File: config.mk
export PLATFORM = sky130hd
export DESIGN_NAME = battery_voltage_to_percent_gauge
export DESIGN_NICKNAME = d
export VERILOG_FILES = /design/src/hdl/bvg_pkg.sv /design/src/hdl/battery_voltage_to_percent_gauge.sv /design/src/hdl/bvg_div.sv /design/src/hdl/bvg_ctrl.sv
export SDC_FILE = /design/constraint.sdc
export NUM_CORES = 1
export LEC_CHECK = 0
export ABC_CLOCK_PERIOD_IN_PS = 9000
export BUFFER_PORTS_ARGS = -buffer_cell sky130_fd_sc_hd__buf_2
export CAP_MARGIN = 20
export CORE_MARGIN = 5
export CORE_UTILIZATION = 40
export CTS_CLUSTER_SIZE = 16
export DETAILED_ROUTE_END_ITERATION = 10
export REMOVE_ABC_BUFFERS = 1
export SLEW_MARGIN = 20
export SYNTH_ARGS = -nofsm -noshare
export SYNTH_HDL_FRONTEND = slang
export SYNTH_SLANG_ARGS = --single-unit
export TNS_END_PERCENT = 50
File: constraint.sdc
create_clock -name clk -period 9 [get_ports clk]
set_clock_uncertainty 0.1 [all_clocks]
set_input_delay 0.45 -clock clk [delete_from_list [all_inputs] [get_ports clk]]
set_output_delay 0.45 -clock clk [all_outputs]
set_load 0.02 [all_outputs]
File: src/hdl/bvg_pkg.sv
// Shared types, constants and the discharge curve table of the battery gauge.
`default_nettype none

package bvg_pkg;

  // Defaults of the top-level parameters.
  localparam int ADC_BITS_DEF   = 10;
  localparam int COUNT_BITS_DEF = 16;

  // Fixed field and datapath widths.
  localparam int TIME_W     = 32;
  localparam int SUM_W      = 32;
  localparam int PCT_W      = 7;
  localparam int AVG_OUT_W  = 13;
  localparam int OUT_DATA_W = ((PCT_W + AVG_OUT_W + 7) / 8) * 8;

  // Configuration port.
  localparam int CFG_DATA_W = 32;
  localparam int CFG_ADDR_W = 3;
  localparam int CFG_IDX_W  = CFG_ADDR_W - 2;
  localparam logic [CFG_IDX_W-1:0] REG_WINDOW_LENGTH = '0;

  // Reset values.
  localparam logic [TIME_W-1:0] WINDOW_LENGTH_RST = 32'd10000;
  localparam logic [TIME_W-1:0] WINDOW_START_RST  = 32'd10000;

  // Millivolts = 3000 + (sample - 496) * 6, which folds to 24 + 6 * sample.
  localparam int MV_OFFSET = 24;
  localparam int MV_SCALE  = 6;

  // Discharge curve.
  localparam int CURVE_W    = 13;
  localparam int SEG_DIV_W  = 5;
  localparam int CURVE_SEGS = 11;
  localparam int FULL_MV    = 4145;
  localparam int PCT_FULL   = 100;
  localparam int DIFF_W     = 8;

  typedef struct packed {
    logic [CURVE_W-1:0]   above;
    logic [PCT_W-1:0]     base;
    logic [CURVE_W-1:0]   top;
    logic [SEG_DIV_W-1:0] dvs;
  } seg_t;

  localparam seg_t CURVE [CURVE_SEGS] = '{
    '{13'd4010, 7'd99, 13'd4145, 5'd13},
    '{13'd3920, 7'd90, 13'd4010, 5'd9},
    '{13'd3850, 7'd80, 13'd3920, 5'd7},
    '{13'd3789, 7'd70, 13'd3850, 5'd6},
    '{13'd3740, 7'd60, 13'd3789, 5'd4},
    '{13'd3703, 7'd50, 13'd3740, 5'd3},
    '{13'd3676, 7'd40, 13'd3703, 5'd2},
    '{13'd3648, 7'd30, 13'd3676, 5'd2},
    '{13'd3609, 7'd20, 13'd3648, 5'd3},
    '{13'd3575, 7'd10, 13'd3609, 5'd6},
    '{13'd3482, 7'd5,  13'd3575, 5'd18}
  };

  // Shared divider.
  localparam int DIV_STEPS_W = 6;
  localparam logic [DIV_STEPS_W-1:0] AVG_STEPS  = DIV_STEPS_W'(SUM_W);
  localparam logic [DIV_STEPS_W-1:0] DROP_STEPS = DIV_STEPS_W'(DIFF_W);

  typedef struct packed {
    logic                   start;
    logic [DIV_STEPS_W-1:0] steps;
  } div_req_t;

  typedef struct packed {
    logic [PCT_W-1:0]     percent;
    logic                 refreshed;
    logic [AVG_OUT_W-1:0] average_mv;
  } result_t;

  typedef enum logic [2:0] {
    ST_IDLE,
    ST_ACCUM,
    ST_AVG,
    ST_MAP,
    ST_DROP,
    ST_DONE
  } state_t;

endpackage

`default_nettype wire

File: src/hdl/battery_voltage_to_percent_gauge.sv
// Top level of the battery gauge: stream ports, configuration register and result register.
// Path: one beat at a time. A beat that closes no window passes ACCUM and DONE to reach the
// output register; the first beat also maps the curve (MAP, then DROP unless full or empty),
// and a closing beat averages (AVG) first. DONE waits for a free output slot, and a new beat
// is taken once the result lands (32-step average and 8-step drop divides).
// Reset: synchronous, active low; all control and window state return to their defaults.
`default_nettype none

module battery_voltage_to_percent_gauge #(
  parameter int ADC_BITS   = bvg_pkg::ADC_BITS_DEF,
  parameter int COUNT_BITS = bvg_pkg::COUNT_BITS_DEF
) (
  input  logic                                                clk,
  input  logic                                                rst_n,
  // Input beats: tdata holds adc_sample from bit 0, then now_ms, zero filled.
  input  logic                                                in_tvalid,
  output logic                                                in_tready,
  input  logic [((ADC_BITS + bvg_pkg::TIME_W + 7) / 8) * 8 - 1:0] in_tdata,
  // Result beats: tdata holds percent from bit 0, then average_mv, zero filled.
  output logic                                                out_tvalid,
  input  logic                                                out_tready,
  output logic [bvg_pkg::OUT_DATA_W-1:0]                      out_tdata,
  // tuser holds refreshed.
  output logic                                                out_tuser,
  // Configuration port.
  input  logic                                                cfg_psel,
  input  logic                                                cfg_penable,
  input  logic                                                cfg_pwrite,
  input  logic [bvg_pkg::CFG_ADDR_W-1:0]                      cfg_paddr,
  input  logic [bvg_pkg::CFG_DATA_W-1:0]                      cfg_pwdata,
  output logic [bvg_pkg::CFG_DATA_W-1:0]                      cfg_prdata,
  output logic                                                cfg_pready
);

  import bvg_pkg::*;

  // Configuration: the single register is the window length in milliseconds.
  logic [TIME_W-1:0]    win_len_r, win_len_nxt;
  logic                 cfg_hit;
  logic                 cfg_wr;

  // Result register, which lets the sequencer finish the next beat while this one waits.
  logic                 out_valid_r, out_valid_nxt;
  result_t              out_res_r, out_res_nxt;
  logic                 slot_free;

  // Links between the sequencer and the shared divider.
  div_req_t             div_req;
  logic [SUM_W-1:0]     div_dividend;
  logic [COUNT_BITS-1:0] div_divisor;
  logic                 div_done;
  logic [SUM_W-1:0]     div_quotient;
  logic                 res_push;
  result_t              res;

  assign cfg_pready = 1'b1;
  assign cfg_hit    = (cfg_paddr[CFG_ADDR_W-1:2] == REG_WINDOW_LENGTH);
  assign cfg_wr     = cfg_psel && cfg_penable && cfg_pwrite && cfg_pready;
  assign cfg_prdata = cfg_hit ? win_len_r : '0;

  always_comb begin
    win_len_nxt = win_len_r;
    if (cfg_wr && cfg_hit) begin
      win_len_nxt = cfg_pwdata[TIME_W-1:0];
    end
  end

  // A slot is free when the register is empty or is being emptied in this cycle.
  assign slot_free = !out_valid_r || out_tready;

  always_comb begin
    out_valid_nxt = out_valid_r;
    out_res_nxt   = out_res_r;
    if (res_push) begin
      out_valid_nxt = 1'b1;
      out_res_nxt   = res;
    end else if (out_tready) begin
      out_valid_nxt = 1'b0;
    end
  end

  always_ff @(posedge clk) begin
    if (!rst_n) begin
      win_len_r   <= WINDOW_LENGTH_RST;
      out_valid_r <= 1'b0;
    end else begin
      win_len_r   <= win_len_nxt;
      out_valid_r <= out_valid_nxt;
    end
  end

  always_ff @(posedge clk) begin
    out_res_r <= out_res_nxt;
  end

  assign out_tvalid = out_valid_r;
  assign out_tuser  = out_res_r.refreshed;
  assign out_tdata  = {{(OUT_DATA_W - PCT_W - AVG_OUT_W){1'b0}},
                       out_res_r.average_mv, out_res_r.percent};

  // The sequencer owns the window state and drives the divider for both the average and
  // the per-segment drop, one after the other.
  bvg_ctrl #(
    .ADC_BITS   (ADC_BITS),
    .COUNT_BITS (COUNT_BITS)
  ) u_ctrl (
    .clk           (clk),
    .rst_n         (rst_n),
    .in_valid      (in_tvalid),
    .in_ready      (in_tready),
    .in_sample     (in_tdata[ADC_BITS-1:0]),
    .in_now        (in_tdata[ADC_BITS +: TIME_W]),
    .window_length (win_len_r),
    .div_req       (div_req),
    .div_dividend  (div_dividend),
    .div_divisor   (div_divisor),
    .div_done      (div_done),
    .div_quotient  (div_quotient),
    .slot_free     (slot_free),
    .res_push      (res_push),
    .res           (res)
  );

  bvg_div #(
    .DVS_W (COUNT_BITS)
  ) u_div (
    .clk      (clk),
    .rst_n    (rst_n),
    .req      (div_req),
    .dividend (div_dividend),
    .divisor  (div_divisor),
    .done     (div_done),
    .quotient (div_quotient)
  );

endmodule

`default_nettype wire

File: src/hdl/bvg_div.sv
// Shared restoring divider, one quotient bit per cycle.
`default_nettype none

module bvg_div #(
  parameter int DVS_W = bvg_pkg::COUNT_BITS_DEF
) (
  input  logic                       clk,
  input  logic                       rst_n,
  input  bvg_pkg::div_req_t          req,
  input  logic [bvg_pkg::SUM_W-1:0]  dividend,
  input  logic [DVS_W-1:0]           divisor,
  output logic                       done,
  output logic [bvg_pkg::SUM_W-1:0]  quotient
);

  import bvg_pkg::*;

  logic                   busy_r, busy_nxt;
  logic                   done_r, done_nxt;
  logic [DIV_STEPS_W-1:0] cnt_r, cnt_nxt;
  logic [SUM_W-1:0]       dvd_r, dvd_nxt;
  logic [SUM_W-1:0]       quo_r, quo_nxt;
  logic [DVS_W-1:0]       rem_r, rem_nxt;
  logic [DVS_W-1:0]       dvs_r, dvs_nxt;
  logic [DVS_W:0]         trial;
  logic [DVS_W:0]         trial_sub;

  // The dividend is shifted out from the top; a short divide loads it left aligned
  // and runs only as many steps as it has bits.
  always_comb begin
    trial     = {rem_r, dvd_r[SUM_W-1]};
    trial_sub = trial - {1'b0, dvs_r};
    busy_nxt  = busy_r;
    done_nxt  = 1'b0;
    cnt_nxt   = cnt_r;
    dvd_nxt   = dvd_r;
    quo_nxt   = quo_r;
    rem_nxt   = rem_r;
    dvs_nxt   = dvs_r;
    if (req.start) begin
      busy_nxt = 1'b1;
      cnt_nxt  = req.steps;
      dvd_nxt  = dividend;
      quo_nxt  = '0;
      rem_nxt  = '0;
      dvs_nxt  = divisor;
    end else if (busy_r) begin
      if (trial >= {1'b0, dvs_r}) begin
        rem_nxt = trial_sub[DVS_W-1:0];
        quo_nxt = {quo_r[SUM_W-2:0], 1'b1};
      end else begin
        rem_nxt = trial[DVS_W-1:0];
        quo_nxt = {quo_r[SUM_W-2:0], 1'b0};
      end
      dvd_nxt = {dvd_r[SUM_W-2:0], 1'b0};
      cnt_nxt = cnt_r - 1'b1;
      if (cnt_r == DIV_STEPS_W'(1)) begin
        busy_nxt = 1'b0;
        done_nxt = 1'b1;
      end
    end
  end

  always_ff @(posedge clk) begin
    if (!rst_n) begin
      busy_r <= 1'b0;
      done_r <= 1'b0;
      cnt_r  <= '0;
    end else begin
      busy_r <= busy_nxt;
      done_r <= done_nxt;
      cnt_r  <= cnt_nxt;
    end
  end

  always_ff @(posedge clk) begin
    dvd_r <= dvd_nxt;
    quo_r <= quo_nxt;
    rem_r <= rem_nxt;
    dvs_r <= dvs_nxt;
  end

  assign done     = done_r;
  assign quotient = quo_r;

endmodule

`default_nettype wire

File: src/hdl/bvg_ctrl.sv
// Sequencer of the battery gauge: window accumulation, averaging and curve mapping.
`default_nettype none

module bvg_ctrl #(
  parameter int ADC_BITS   = bvg_pkg::ADC_BITS_DEF,
  parameter int COUNT_BITS = bvg_pkg::COUNT_BITS_DEF
) (
  input  logic                        clk,
  input  logic                        rst_n,
  input  logic                        in_valid,
  output logic                        in_ready,
  input  logic [ADC_BITS-1:0]         in_sample,
  input  logic [bvg_pkg::TIME_W-1:0]  in_now,
  input  logic [bvg_pkg::TIME_W-1:0]  window_length,
  output bvg_pkg::div_req_t           div_req,
  output logic [bvg_pkg::SUM_W-1:0]   div_dividend,
  output logic [COUNT_BITS-1:0]       div_divisor,
  input  logic                        div_done,
  input  logic [bvg_pkg::SUM_W-1:0]   div_quotient,
  input  logic                        slot_free,
  output logic                        res_push,
  output bvg_pkg::result_t            res
);

  import bvg_pkg::*;

  localparam int MV_W = ADC_BITS + 3;

  state_t                state_r, state_nxt;
  logic [ADC_BITS-1:0]   sample_r, sample_nxt;
  logic [TIME_W-1:0]     now_r, now_nxt;
  logic [TIME_W-1:0]     start_r, start_nxt;
  logic [SUM_W-1:0]      sum_r, sum_nxt;
  logic [COUNT_BITS-1:0] count_r, count_nxt;
  logic [PCT_W-1:0]      held_r, held_nxt;
  logic                  seeded_r, seeded_nxt;
  logic                  refreshed_r, refreshed_nxt;
  logic [MV_W-1:0]       val_r, val_nxt;
  logic [MV_W-1:0]       avg_r, avg_nxt;
  logic [PCT_W-1:0]      base_r, base_nxt;

  logic [MV_W-1:0]       mv;
  logic                  win_close;
  logic                  count_full;
  logic [SUM_W:0]        sum_add;
  logic [SUM_W-1:0]      sum_acc;
  logic [COUNT_BITS-1:0] count_acc;
  logic                  seg_hit;
  logic [CURVE_W-1:0]    sel_top;
  logic [PCT_W-1:0]      sel_base;
  logic [SEG_DIV_W-1:0]  sel_dvs;
  logic [CURVE_W-1:0]    gap;
  logic [DIFF_W-1:0]     drop;

  assign mv         = MV_W'(MV_OFFSET) + MV_W'(sample_r) * MV_W'(MV_SCALE);
  assign win_close  = (now_r - start_r) > window_length;
  assign count_full = (count_r == {COUNT_BITS{1'b1}});
  assign sum_add    = {1'b0, sum_r} + (SUM_W + 1)'(mv);
  assign sum_acc    = count_full ? sum_r : (sum_add[SUM_W] ? {SUM_W{1'b1}} : sum_add[SUM_W-1:0]);
  assign count_acc  = count_full ? count_r : count_r + 1'b1;

  // Lowest-numbered segment whose lower bound lies below the value wins.
  always_comb begin
    seg_hit  = 1'b0;
    sel_top  = '0;
    sel_base = '0;
    sel_dvs  = '0;
    for (int i = CURVE_SEGS - 1; i >= 0; i--) begin
      if (val_r > MV_W'(CURVE[i].above)) begin
        seg_hit  = 1'b1;
        sel_top  = CURVE[i].top;
        sel_base = CURVE[i].base;
        sel_dvs  = CURVE[i].dvs;
      end
    end
  end

  // Within a segment the value does not exceed its top, so the gap fits in DIFF_W bits.
  assign gap  = sel_top - val_r[CURVE_W-1:0];
  assign drop = div_quotient[DIFF_W-1:0];

  always_comb begin
    state_nxt     = state_r;
    sample_nxt    = sample_r;
    now_nxt       = now_r;
    start_nxt     = start_r;
    sum_nxt       = sum_r;
    count_nxt     = count_r;
    held_nxt      = held_r;
    seeded_nxt    = seeded_r;
    refreshed_nxt = refreshed_r;
    val_nxt       = val_r;
    avg_nxt       = avg_r;
    base_nxt      = base_r;
    div_req       = '0;
    div_dividend  = {gap[DIFF_W-1:0], {(SUM_W - DIFF_W){1'b0}}};
    div_divisor   = COUNT_BITS'(sel_dvs);
    res_push      = 1'b0;
    in_ready      = 1'b0;
    case (state_r)
      ST_IDLE: begin
        in_ready = 1'b1;
        if (in_valid) begin
          sample_nxt = in_sample;
          now_nxt    = in_now;
          state_nxt  = ST_ACCUM;
        end
      end
      ST_ACCUM: begin
        seeded_nxt = 1'b1;
        if (win_close) begin
          start_nxt     = now_r;
          sum_nxt       = '0;
          count_nxt     = '0;
          refreshed_nxt = 1'b1;
          div_req.start = 1'b1;
          div_req.steps = AVG_STEPS;
          div_dividend  = sum_acc;
          div_divisor   = count_acc;
          state_nxt     = ST_AVG;
        end else begin
          sum_nxt       = sum_acc;
          count_nxt     = count_acc;
          refreshed_nxt = 1'b0;
          avg_nxt       = '0;
          if (!seeded_r) begin
            val_nxt   = mv;
            state_nxt = ST_MAP;
          end else begin
            state_nxt = ST_DONE;
          end
        end
      end
      ST_AVG: begin
        // The count is never zero here, and the average never exceeds the largest sample.
        if (div_done) begin
          val_nxt   = div_quotient[MV_W-1:0];
          avg_nxt   = div_quotient[MV_W-1:0];
          state_nxt = ST_MAP;
        end
      end
      ST_MAP: begin
        if (val_r >= MV_W'(FULL_MV)) begin
          held_nxt  = PCT_W'(PCT_FULL);
          state_nxt = ST_DONE;
        end else if (!seg_hit) begin
          held_nxt  = '0;
          state_nxt = ST_DONE;
        end else begin
          base_nxt      = sel_base;
          div_req.start = 1'b1;
          div_req.steps = DROP_STEPS;
          state_nxt     = ST_DROP;
        end
      end
      ST_DROP: begin
        if (div_done) begin
          held_nxt  = (drop > DIFF_W'(base_r)) ? '0 : base_r - drop[PCT_W-1:0];
          state_nxt = ST_DONE;
        end
      end
      ST_DONE: begin
        if (slot_free) begin
          res_push  = 1'b1;
          state_nxt = ST_IDLE;
        end
      end
      default: begin
        state_nxt = ST_IDLE;
      end
    endcase
  end

  assign res.percent    = held_r;
  assign res.refreshed  = refreshed_r;
  assign res.average_mv = avg_r[AVG_OUT_W-1:0];

  always_ff @(posedge clk) begin
    if (!rst_n) begin
      state_r  <= ST_IDLE;
      start_r  <= WINDOW_START_RST;
      sum_r    <= '0;
      count_r  <= '0;
      held_r   <= '0;
      seeded_r <= 1'b0;
    end else begin
      state_r  <= state_nxt;
      start_r  <= start_nxt;
      sum_r    <= sum_nxt;
      count_r  <= count_nxt;
      held_r   <= held_nxt;
      seeded_r <= seeded_nxt;
    end
  end

  always_ff @(posedge clk) begin
    sample_r    <= sample_nxt;
    now_r       <= now_nxt;
    refreshed_r <= refreshed_nxt;
    val_r       <= val_nxt;
    avg_r       <= avg_nxt;
    base_r      <= base_nxt;
  end

endmodule

`default_nettype wire

* After elaboration in Yosys (flattened, before gate mapping)
Index checks and enable logic that the tools add are counted.
Storage, ports and cells: register bits after elaboration 306, logic and storage cells 184, bits of input ports 90, output and inout port bits 60
Operators by class: $lt $le $gt $ge 15, mux-type cells 93, add/sub/neg operators 8, bitwise gates (word level) 4, reductions and logical operators 21, eq/ne operators 14, $mul 1
Operators with widths (count):
- two-way mux 32 bit | 8
- greater-than comparator 13 x 12 -> 1 bit, second input constant | 11
- two-way mux 8 bit | 11
- two-way mux 5 bit | 15
- two-way mux 13 bit | 4
- case mux 13 bit (2 select lines) | 2
- two-way mux 7 bit | 7
- two-way mux 16 bit | 3
- two-way mux 6 bit | 8
- adder 32 x 13 -> 33 bit | 1
- greater-than comparator 32 bit | 1
- subtractor 32 bit | 1
- case mux 7 bit (2 select lines) | 2
- two-way mux 3 bit | 8
- two-way mux 1 bit | 23
- case mux 3 bit (6 select lines) | 1
- >= comparator 17 x 16 -> 1 bit | 1
- adder 16 x 1 -> 16 bit, second input constant | 1
- equality test 16 bit, second input constant | 1
- subtractor 16 bit | 1
- adder 5 x 13 -> 13 bit, first input constant | 1
- >= comparator 13 bit, second input constant | 1
- multiplier 10 x 2 -> 12 bit, second input constant | 1
- AND reduction 3 bit | 3
- 23 further kinds | 40

* Depth between registers and ports, before layout
Gate-level depths: netlist of run 1.
depth in word-level cells 16, mapped depth 24, depth with buffers taken out 22

* Cells and area by module
A second synthesis of run 1 with hierarchy kept.
Unflattened totals: cells, all modules 2139, area, all modules 19530.0 um2
Modules (own cells, without submodules):
- bvg_ctrl | area each 12348.1 um2, sequential area each 4103.9 um2, cells each 1486, instances 1
- bvg_div | area each 4916.0 um2, sequential area each 2562.5 um2, cells each 446, instances 1
- battery_voltage_to_percent_gauge | area each 2265.9 um2, sequential area each 1291.2 um2, cells each 207, instances 1

* Worst setup path after synthesis of run 1
No wires, ideal clock.
path type reg2reg, from register u_ctrl.now_r[0], to register u_div.dvd_r[0], enable pin, setup time 0.478 ns, path buffers 1, setup slack 3.266 ns, required time 8.422 ns, stages on the path, launching flop included 23, arrival time 5.156 ns, clock period less this slack 5.734 ns, cell sequence edfxtp_1 -> inv_1 -> ha_1 -> inv_1 -> fa_1 -> a211oi_1 -> o21bai_1 -> o21a_1 -> o41ai_1 -> nand2_1 -> a211oi_1 -> o21ai_0 -> xor2_1 -> ha_1 -> o21ai_0 -> o21ai_0 -> o221a_1 -> a211o_1 -> o31ai_4 -> inv_4 -> a21oi_4 -> buf_4 -> nand2_1
Between the ends: cells in the longest elaborated chain, start to end 5
Ends and longest elaborated chain:
- from (decl) | line bvg_ctrl.sv:31 | logic [TIME_W-1:0] now_r, now_nxt;
- from (signal assigned) | line bvg_ctrl.sv:198 | now_r <= now_nxt;
- subtractor 32 bit | line bvg_ctrl.sv:56 | assign win_close = (now_r - start_r) > window_length;
- greater-than comparator 32 bit | line bvg_ctrl.sv:56
- net u_ctrl.win_close | line bvg_ctrl.sv:43 | logic win_close;
- two-way mux 7 bit | line bvg_ctrl.sv:111 | if (win_close) begin
- case mux 7 bit (2 select lines) | line bvg_ctrl.sv:100 | case (state_r)
- nonzero test 2 bit (no line)
- to (signal assigned) | line bvg_div.sv:77 | dvd_r <= dvd_nxt;
- to (decl) | line bvg_div.sv:21 | logic [SUM_W-1:0] dvd_r, dvd_nxt;
The timed path passes the listed nets, and every way through them passes these cells. A chain may end at the register's enable or synchronous reset.

* Worst setup path after layout of run 1
from register u_ctrl.now_r[0], to register u_div.dvd_r[20] (data pin)
Between the ends: cells in the longest elaborated chain, start to end 5, elaborated cells between the ends (all ways) 7, those cells by class add/sub: 1; order compare: 1; mux: 5
Ends and longest elaborated chain:
- subtractor 32 bit * | line bvg_ctrl.sv:56
- greater-than comparator 32 bit * | line bvg_ctrl.sv:56
- net u_ctrl.win_close | line bvg_ctrl.sv:43
- two-way mux 7 bit or two-way mux 32 bit (tied branches) | line bvg_ctrl.sv:111
- case mux 7 bit (2 select lines) or two-way mux 32 bit (tied branches) | line bvg_ctrl.sv:100
- two-way mux 32 bit * | line bvg_div.sv:40 | if (req.start) begin
- net u_div.dvd_nxt[20] | line bvg_div.sv:21
Mark *: on every way through the listed nets, which the timed path passes. The rest lies on a longest branch.

==> results.sh, run 1 <==
export IMPL_cp_startpoint="u_ctrl.now_r[0]$_DFFE_PP_"
export IMPL_vias_per_cell=5.29
export IMPL_drtIter0Drc=947
export IMPL_synthTopCellsByCount="nand2_1 (240), nor2_1 (189), dfxtp_1 (161)"
export IMPL_drc=0
export IMPL_synth_most_common_cell="nand2_1"
export IMPL_clk_latency_ns=0.55
export IMPL_status="finished clean"
export IMPL_register_area_sq_um=7580
export IMPL_power_leakage_nw=8.18
export IMPL_die_h_um=223
export IMPL_drt_wl_total_um=44000
export IMPL_num_rows=77
export IMPL_holdPathStages=3
export IMPL_max_freq_ghz=0.146
export IMPL_multiInputGateArea_sq_um=9600
export IMPL_grt_first_pass_wirelength_um=71900
export IMPL_ys_seq_elements=306
export IMPL_final_nets=2382
export IMPL_ys_async_sr_fraction_pct=0
export IMPL_cts_tree="yes"
export IMPL_ys_seq_area_share_pct=41.9
export IMPL_synth_flop_cell="dfxtp_1"
export IMPL_hpwl_um=31500
export IMPL_clkTransAtPathRegs_ns=0.05
export IMPL_die_width_um=223
export IMPL_irDropWorstVdd_mv=0.132
export IMPL_yosys_area_top_type="edfxtp_1"
export IMPL_via_count=14700
export IMPL_clockBufferDepth=3
export IMPL_synth_top_area_share_pct=24.1
export IMPL_synthCells=2013
export IMPL_rsz0062_at_grt="no"
export IMPL_syn_to_final_growth_pct=15.9
export IMPL_fillers=4209
export IMPL_r2r_cells=24
export IMPL_place_worst_setup_slack_ns=2.17
export IMPL_antenna_found_initial=3
export IMPL_fin_util_pct=47.2
export IMPL_setup_viol=0
export IMPL_initial_core_util_pct=40.7
export IMPL_grt_overflow_total=0
export IMPL_grt_use_total_pct=17.2
export IMPL_cts_resized=0
export IMPL_yosysWarningCount=0
export IMPL_top_level_ports=150
export IMPL_cts_made_buffers=37
export IMPL_syn_area_sq_um=18100
export IMPL_yosysUniqueCellTypes=93
export IMPL_setup_tns_ns=0
export IMPL_post_route_period_util_pct=76.1
export IMPL_cp_end_kind="register"
export IMPL_r2r_slack_ns=2.15
export IMPL_tightest_slew_ns=0.876
export IMPL_grt_max_degree=69
export IMPL_power_density_nw_per_um2=326
export IMPL_crit_end="u_div.dvd_r[20]$_DFFE_PP_"
export IMPL_cts_max_level=2
export IMPL_power_mw=6.83
export IMPL_core_sq_um=44400
export IMPL_die_area_sq_um=49500
export IMPL_worstPathArrival_ns=7.01
export IMPL_drive_gt1_share_pct=11.6
export IMPL_cts_sinks=306
export IMPL_grt_pass1_vias=14300
export IMPL_fin_crit_ns=6.85
export IMPL_antenna_left=0
export IMPL_reg2reg_to="u_div.dvd_r[20]$_DFFE_PP_"
export IMPL_crit_required_ns=9.16
export IMPL_avgRoutedWirePerCell_um=15.8
export IMPL_fin_ws_ns=2.15
export IMPL_finalHoldViolCount=0
export IMPL_avgSynthCellArea_sq_um=8.97
export IMPL_r2r_start="u_ctrl.now_r[0]$_DFFE_PP_"
export IMPL_drt_pass1_iterations=5
export IMPL_yosys_top_cells_area="edfxtp_1 (24%), dfxtp_1 (18%), ha_1 (8.7%)"
export IMPL_placed_area_sq_um=19200
export IMPL_gp_congestion=0.862
export IMPL_critPathKind="reg -> reg"
export IMPL_slew_headroom_pct=41.2
export IMPL_cp_max_fo=25
export IMPL_max_cap_violations=0
export IMPL_drv_slew=0
export IMPL_hold_class="in -> reg"
export IMPL_worst_setup_path_start_kind="register"
export IMPL_cts_root_buf="clkbuf_16"
export IMPL_io_buffers=136
export IMPL_postLayoutCellArea_sq_um=20900
export IMPL_synth_edf_count=145
[power by group]
part / internal [mW] / switching (mW) / leakage, nW
registers: 1.89 / 0.219 / 2.66
clock network: 0.951 / 0.604 / 0.610
logic: 1.26 / 1.91 / 4.90
total: 4.10 / 2.74 / 8.18
[through the flow]
step / std cells / hold WS [ns]
2_1_floorplan: 1928 / 0.300
3_3_place_gp: 2670 / 0.305
6_report: 2783 / 0.0409
3_5_place_dp: 2671 / 0.305
5_1_grt: 2783 / 0.00270
4_1_cts: 2780 / 0.00581
[logic make-up after synthesis]
group,synth area share [%]
and+or+nand+nor,17.7
AOI/OAI and AO/OA,19.8
DFF,41.9
buffers and inverters,5.08
adders and majority gates,9.39
xor gates and xnor gates,4.61
muxes,1.39
other,0.0416
[worst min path at each step]
| stage | slack, ns | to | from |
|---|---|---|---|
| 2_1_floorplan | 0.30 | out_tdata[10]$_DFFE_PP_ | u_ctrl.avg_r[3]$_SDFFCE_PN0P_ |
| 3_3_place_gp | 0.31 | out_tdata[9]$_DFFE_PP_ | u_ctrl.avg_r[2]$_SDFFCE_PN0P_ |
| 3_5_place_dp | 0.31 | out_tdata[12]$_DFFE_PP_ | u_ctrl.avg_r[5]$_SDFFCE_PN0P_ |
| 4_1_cts | 0.006 | u_ctrl.now_r[8]$_DFFE_PP_ | in_tdata[18] |
| 5_1_grt | 0.003 | u_ctrl.now_r[8]$_DFFE_PP_ | in_tdata[18] |
| 6_report | 0.04 | win_len_r[4]$_SDFFE_PN1P_ | cfg_pwdata[4] |
[worst max-delay path: stages (launching register included)]
cell	delay, ns
edfxtp_1	0.38
inv_1	0.07
ha_1	0.15
inv_1	0.05
fa_1	0.43
a211oi_1	0.24
o21bai_1	0.16
o21a_1	0.26
o41ai_1	0.37
nand2_1	0.24
a211oi_1	0.49
o21ai_0	0.22
xor2_1	0.18
ha_1	0.32
nand3_1	0.09
nor3_1	0.40
nand2_1	0.14
a311oi_1	0.38
o31ai_4	0.10
buf_4	0.20
inv_4	0.16
nand2_2	0.35
buf_4	0.39
a31oi_1	0.50
a31oi_1	0.14
[layout by cell type, fill, tap and decap left out, types with 7 or more instances in the layout]
cell type / synthesis / layout
o21a_1: 16 / 16
inv_1: 134 / 134
or3_1: 17 / 17
nor3_1: 38 / 38
mux2i_1: 24 / 24
or2_2: 10 / 10
a21oi_1: 130 / 130
nor2b_1: 14 / 13
nand3_1: 63 / 62
a21o_1: 45 / 45
nor4_1: 9 / 9
nand2_1: 240 / 240
nor2_1: 189 / 188
o31ai_1: 13 / 13
nand2b_1: 15 / 15
dlygate4sd3_1: 0 / 41
and2_1: 10 / 9
and3_1: 26 / 26
o21ai_0: 103 / 102
edfxtp_1: 145 / 145
o22ai_1: 8 / 8
buf_4: 9 / 14
xnor2_1: 62 / 62
dfxtp_1: 161 / 160
buf_2: 20 / 136
clkbuf_1: 53 / 7
a31oi_1: 23 / 23
o21bai_1: 10 / 10
clkbuf_16: 0 / 38
a211oi_1: 24 / 24
a22o_1: 9 / 9
xor2_1: 33 / 33
o211ai_1: 19 / 19
a21boi_0: 63 / 63
ha_1: 126 / 126
nand4_1: 29 / 29
[registers in the layout (all words and copies together), names as in the netlist, 6 cells and up]
register	count
u_ctrl.now_r	32
u_ctrl.start_r	32
u_ctrl.sum_r	32
u_div.dvd_r	32
win_len_r	32
out_tdata	20
u_ctrl.count_r	16
u_div.dvs_r	16
u_div.rem_r	16
u_ctrl.avg_r	13
u_ctrl.val_r	13
u_div.quotient	13
u_ctrl.sample_r	10
u_ctrl.base_r	7
u_ctrl.held_r	7
u_div.cnt_r	6
[repair_timing]
| action | 4_1_cts | 5_1_grt |
|---|---|---|
| buffers inserted | 0 | 0 |
| hold buffers | 41 | 0 |
| endpoints found under the hold margin | 41 | 0 |
[layer usage]
metal | vias up | GRT usage [%] | part of all wire (%)
met1 | 6887 | 22.8 | 46
met2 | 280 | 28.7 | 47
li1 | 7491 | - | -
met3 | 77 | 2.88 | 4.2
met5 | - | 0 | 0
met4 | 0 | 5.65 | 3.0
[final cells by class]
cell class                      instances  share of cell area (%)
Multi-Input combinational cell       1485                    45.8
Sequential cell                       306                    36.2
Timing Repair Buffer                  193                    5.85
Clock buffer                           48                    4.86
Tap cell                              592                    3.54
Inverter                              137                    2.47
Clock inverter                         20                    1.22
Antenna cell                            2                  0.0239
Power figures use the tool's default switching activity.
==> run 2: changes to the inputs <==
--- a/config.mk
+++ b/config.mk
@@ -5,7 +5,7 @@
 export SDC_FILE = /design/constraint.sdc
 export NUM_CORES = 1
 export LEC_CHECK = 0
-export ABC_CLOCK_PERIOD_IN_PS = 9000
+export ABC_CLOCK_PERIOD_IN_PS = 6470
 export BUFFER_PORTS_ARGS = -buffer_cell sky130_fd_sc_hd__buf_2
 export CAP_MARGIN = 20
 export CORE_MARGIN = 5
==> constraint.sdc (replaced) <==
create_clock -name clk -period 6.47 [get_ports clk]
set_clock_uncertainty 0.1 [all_clocks]
set_input_delay 0.3235 -clock clk [delete_from_list [all_inputs] [get_ports clk]]
set_output_delay 0.3235 -clock clk [all_outputs]
set_load 0.02 [all_outputs]
==> results.sh, run 2 (synthesis gave the netlist of run 1 again) <==
export IMPL_critPathKind="reg -> reg"
export IMPL_drive_gt1_share_pct=12.1
export IMPL_worst_setup_path_start_kind="register"
export IMPL_layout_common_cells="nand2_1 (240), nor2_1 (188), dfxtp_1 (160)"
export IMPL_final_common_cell="nand2_1"
export IMPL_postLayoutCellArea_sq_um=21400
export IMPL_post_route_period_util_pct=93.4
export IMPL_initial_core_util_pct=40.7
export IMPL_final_nets=2433
export IMPL_met3_usage_pct=2.75
export IMPL_cts_sinks=306
export IMPL_cts_made_buffers=37
export IMPL_r2r_cells=25
export IMPL_top_level_ports=150
export IMPL_irDropWorstVdd_mv=0.215
export IMPL_drtIter0Drc=1052
export IMPL_holdPathStages=3
export IMPL_setup_tns_ns=0
export IMPL_die_area_sq_um=49500
export IMPL_power_leakage_nw=8.39
export IMPL_grt_max_degree=73
export IMPL_path_buf_inv=6
export IMPL_use_met1_pct=23.8
export IMPL_setup_viol=0
export IMPL_drv_slew=0
export IMPL_hold_class="in -> reg"
export IMPL_status="finished clean"
export IMPL_antenna_found_initial=3
export IMPL_fillers=4144
export IMPL_gp_congestion=0.874
export IMPL_clockBufferDepth=3
export IMPL_via_count=15100
export IMPL_die_width_um=223
export IMPL_worstPathArrival_ns=6.20
export IMPL_cp_end_kind="register"
export IMPL_io_buffers=136
export IMPL_fin_crit_ns=6.04
export IMPL_clk_latency_ns=0.55
export IMPL_fin_util_pct=48.1
export IMPL_cts_root_buf="clkbuf_16"
export IMPL_crit_required_ns=6.63
export IMPL_syn_to_final_growth_pct=18.4
export IMPL_placed_area_sq_um=19400
export IMPL_cts_tree="yes"
export IMPL_power_density_nw_per_um2=444
export IMPL_globalRouteMet2Util_pct=29.2
export IMPL_register_area_sq_um=7580
export IMPL_grt_overflow_total=0
export IMPL_avgRoutedWirePerCell_um=15.8
export IMPL_cts_max_level=2
export IMPL_grt_pass1_vias=14600
export IMPL_finalHoldViolCount=0
export IMPL_antenna_left=0
export IMPL_tightest_slew_ns=0.887
export IMPL_clkTransAtPathRegs_ns=0.06
export IMPL_drc=0
export IMPL_path_delay_family="compound AO/OA/AOI/OAI gates"
export IMPL_die_h_um=223
export IMPL_cp_max_fo=38
export IMPL_max_freq_ghz=0.166
export IMPL_vias_per_cell=5.31
export IMPL_slew_headroom_pct=40.5
export IMPL_path_depth=25
export IMPL_drt_pass1_iterations=5
export IMPL_max_stage_delay_ns=0.45
export IMPL_max_cap_violations=0
export IMPL_rsz0062_at_grt="no"
export IMPL_grt_use_total_pct=17.6
export IMPL_drt_wl_total_um=44800
export IMPL_critPathSlowestCell="a31oi_1"
export IMPL_core_sq_um=44400
export IMPL_grt_first_pass_wirelength_um=73700
export IMPL_num_rows=77
export IMPL_grt_most_used_layer="met2"
export IMPL_multiInputGateArea_sq_um=9600
export IMPL_hpwl_um=32300
-- run 2: worst paths after layout --
path | from | endpoint | slack [ns]
setup / recovery | u_ctrl.now_r[0]$_DFFE_PP_ | u_div.dvd_r[20]$_DFFE_PP_ | 0.43
setup reg to reg | u_ctrl.now_r[0]$_DFFE_PP_ | u_div.dvd_r[20]$_DFFE_PP_ | 0.43
hold / removal | out_tready | out_tvalid$_SDFFE_PN0P_ | 0.04
hold reg to reg | u_ctrl.avg_r[3]$_SDFFCE_PN0P_ | out_tdata[10]$_DFFE_PP_ | 0.32
-- run 2: timing repair --
action	in CTS	in global routing
buffers inserted	0	0
setup endpoints to repair	0	0
hold endpoints to repair	74	0
hold buffers	74	0
resized for setup	0	0
-- run 2: worst min-delay path, cell delays in order --
cell and delay [ns]:
buf_2 0.07, nand2b_1 0.14, a21boi_0 0.10
-- run 2: metal layers --
layer  wire length, um  part of all wire [%]
met5                 0                     0
met4              1070                   2.4
met2             21000                    47
met3              1790                   4.0
met1             20900                    47
-- run 2: per-stage QoR --
stage | hold WS [ns] | setup slack (ns) | power, mW | std cells
finish | 0.0357 | 0.428 | 9.50 | 2835
floorplan | 0.300 | 0.104 | 6.20 | 1928
global placement | 0.305 | 0.672 | 7.31 | 2688
detailed placement | 0.306 | 0.506 | 7.43 | 2690
global route | 0.0435 | 0.00689 | 10.3 | 2835
CTS | 0.00521 | 0.463 | 9.56 | 2832
-- run 2: area by class of cell --
type | instances | share of cell area [%]
Multi-Input combinational cell | 1485 | 44.9
Tap cell | 592 | 3.46
Antenna cell | 3 | 0.0351
Inverter | 137 | 2.42
Clock inverter | 19 | 0.761
Sequential cell | 306 | 35.4
Clock buffer | 49 | 4.83
Timing Repair Buffer | 244 | 8.13
-- run 2: power by group --
part	internal [mW]	switching (mW)
Combinational	1.86	2.73
Sequential	2.62	0.256
Clock	1.21	0.830
==> run 3: changes to the inputs <==
--- a/config.mk
+++ b/config.mk
@@ -12,7 +12,6 @@
 export CORE_UTILIZATION = 40
 export CTS_CLUSTER_SIZE = 16
 export DETAILED_ROUTE_END_ITERATION = 10
-export REMOVE_ABC_BUFFERS = 1
 export SLEW_MARGIN = 20
 export SYNTH_ARGS = -nofsm -noshare
 export SYNTH_HDL_FRONTEND = slang
==> results.sh, run 3 (synthesis gave the netlist of run 1 again) <==
export IMPL_drt_wl_total_um=45700
export IMPL_rsz0062_at_grt="no"
export IMPL_met3_usage_pct=2.73
export IMPL_p_int_mw=5.78
export IMPL_irDropWorstVdd_mv=0.221
export IMPL_layout_common_cells="nand2_1 (240), nor2_1 (188), dfxtp_1 (160)"
export IMPL_use_met1_pct=24.1
export IMPL_cp_end_kind="register"
export IMPL_clockBufferDepth=3
export IMPL_antenna_left=0
export IMPL_antenna_found_initial=1
export IMPL_grt_overflow_total=0
export IMPL_final_common_cell="nand2_1"
export IMPL_setup_viol=0
export IMPL_fin_crit_ns=5.87
export IMPL_drtIter0Drc=928
export IMPL_switching_share_pct=40.0
export IMPL_grt_most_used_layer="met2"
export IMPL_hold_class="in -> reg"
export IMPL_drv_slew=0
export IMPL_grt_first_pass_wirelength_um=74700
export IMPL_cts_made_buffers=38
export IMPL_status="finished clean"
export IMPL_p_switching_mw=3.85
export IMPL_via_count=14900
export IMPL_clkTransAtPathRegs_ns=0.06
export IMPL_path_buf_inv=3
export IMPL_max_freq_ghz=0.170
export IMPL_final_nets=2425
export IMPL_grt_use_total_pct=18.0
export IMPL_io_buffers=136
export IMPL_slew_headroom_pct=32.3
export IMPL_placed_area_sq_um=19400
export IMPL_finalHoldViolCount=0
export IMPL_crit_required_ns=6.65
export IMPL_hpwl_um=32600
export IMPL_clkPwrFrac_pct=22.7
export IMPL_grt_pass1_vias=14700
export IMPL_postLayoutCellArea_sq_um=21400
export IMPL_drive_gt1_share_pct=12.0
export IMPL_max_stage_delay_ns=0.47
export IMPL_vias_per_cell=5.28
export IMPL_drc=0
export IMPL_cp_max_fo=15
export IMPL_core_sq_um=44400
export IMPL_num_rows=77
export IMPL_seqPwrFrac_pct=30.4
export IMPL_top_level_ports=150
export IMPL_syn_to_final_growth_pct=18.6
export IMPL_clk_latency_ns=0.56
export IMPL_die_width_um=223
export IMPL_critPathSlowestCell="a31oi_2"
export IMPL_worstPathArrival_ns=6.05
export IMPL_die_h_um=223
export IMPL_setup_tns_ns=0
export IMPL_fillers=4168
export IMPL_critPathKind="reg -> reg"
export IMPL_die_area_sq_um=49500
export IMPL_tightest_slew_ns=1.01
export IMPL_globalRouteMet2Util_pct=30.5
export IMPL_power_density_nw_per_um2=450
export IMPL_cts_sinks=306
export IMPL_post_route_period_util_pct=90.8
export IMPL_worst_setup_path_start_kind="register"
export IMPL_initial_core_util_pct=40.7
export IMPL_avgRoutedWirePerCell_um=16.2
export IMPL_cts_root_buf="clkbuf_16"
export IMPL_cts_max_level=2
export IMPL_drt_pass1_iterations=5
export IMPL_crit_chain="inv_1 -> ha_1 -> inv_1 -> fa_1 -> a211oi_1 -> o21bai_1 -> o21a_1 -> o41ai_1 -> nand2_1 -> a211oi_2 -> o21ai_0 -> xor2_1 -> ha_1 -> nand3_1 -> nor3_2 -> nand2_1 -> a311oi_1 -> o31ai_4 -> inv_4 -> nand2_2 -> a31oi_2 -> a31oi_1"
export IMPL_max_cap_violations=0
export IMPL_power_leakage_nw=8.39
export IMPL_gp_congestion=0.854
export IMPL_path_delay_family="compound AO/OA/AOI/OAI gates"
export IMPL_cts_tree="yes"
export IMPL_pwr_share_comb_pct=46.9
export IMPL_grt_max_degree=64
## run 3: changes by cell type in the layout (fill, tap and decap cells not counted), sizes merged
cell / delta
diode: -2
clkinv: -2
buf: -9
bufinv: +2
clkbuf: +2
## run 3: final timing paths
kind	startpoint	end	slack (ns)	cells after the start
worst min-delay path	out_tready	out_tvalid$_SDFFE_PN0P_	0.11	3
worst max register to register	u_ctrl.now_r[0]$_DFFE_PP_	u_div.dvd_r[20]$_DFFE_PP_	0.60	22
worst min register to register	u_ctrl.avg_r[1]$_SDFFCE_PN0P_	out_tdata[8]$_DFFE_PP_	0.32	0
worst max-delay path	u_ctrl.now_r[0]$_DFFE_PP_	u_div.dvd_r[20]$_DFFE_PP_	0.60	22
## run 3: stage by stage
| step | power (mW) | hold WS [ns] | utilization, % | std cells | worst slack [ns] |
|---|---|---|---|---|---|
| floorplan | 6.28 | 0.300 | - | 2016 | 0.736 |
| global placement | 7.33 | 0.304 | 43.6 | 2681 | 0.276 |
| detailed placement | 7.43 | 0.305 | 43.6 | 2681 | 0.136 |
| CTS | 9.72 | 0.0747 | 48.2 | 2825 | 0.0534 |
| global route | 10.4 | 0.149 | 48.2 | 2826 | 0.110 |
| finish | 9.64 | 0.113 | 48.2 | 2826 | 0.596 |
## run 3: worst min-delay path: cells and delay by family
| family | cells | cell delay [ns] |
|---|---|---|
| simple gates | 1 | 0.17 |
| buf+inv | 1 | 0.07 |
| compound gates | 1 | 0.14 |
## run 3: power groups by stage
stage / Sequential [mW] / Clock [mW] / Combinational [mW]
2_1_floorplan: 2.82 / 0 / 3.46
3_3_place_gp: 2.95 / 0 / 4.38
3_5_place_dp: 2.97 / 0 / 4.47
4_1_cts: 2.93 / 2.25 / 4.54
5_1_grt: 2.98 / 2.34 / 5.11
6_report: 2.93 / 2.19 / 4.52
## run 3: what timing repair did
item | in CTS | in global routing
setup endpoints to repair | 0 | 137
hold buffers | 74 | 0
setup buffers | 0 | 0
endpoints found under the hold margin | 74 | 0
gates resized for setup | 0 | 3
## run 3: layout make-up
type,count,area [sq um],area share (%)
Clock buffer,51,1070,5.00
Inverter,137,517,2.41
Timing Repair Buffer,235,1670,7.80
Clock inverter,19,230,1.07
Sequential cell,306,7580,35.4
Tap cell,592,741,3.46
Antenna cell,1,2.50,0.0117
Multi-Input combinational cell,1485,9610,44.9
## run 3: layer usage
| layer | vias up | routed length [um] |
|---|---|---|
| li1 | 7578 | - |
| met2 | 258 | 21600 |
| met5 | - | 0 |
| met3 | 70 | 1820 |
| met4 | 0 | 1080 |
| met1 | 7005 | 21200 |
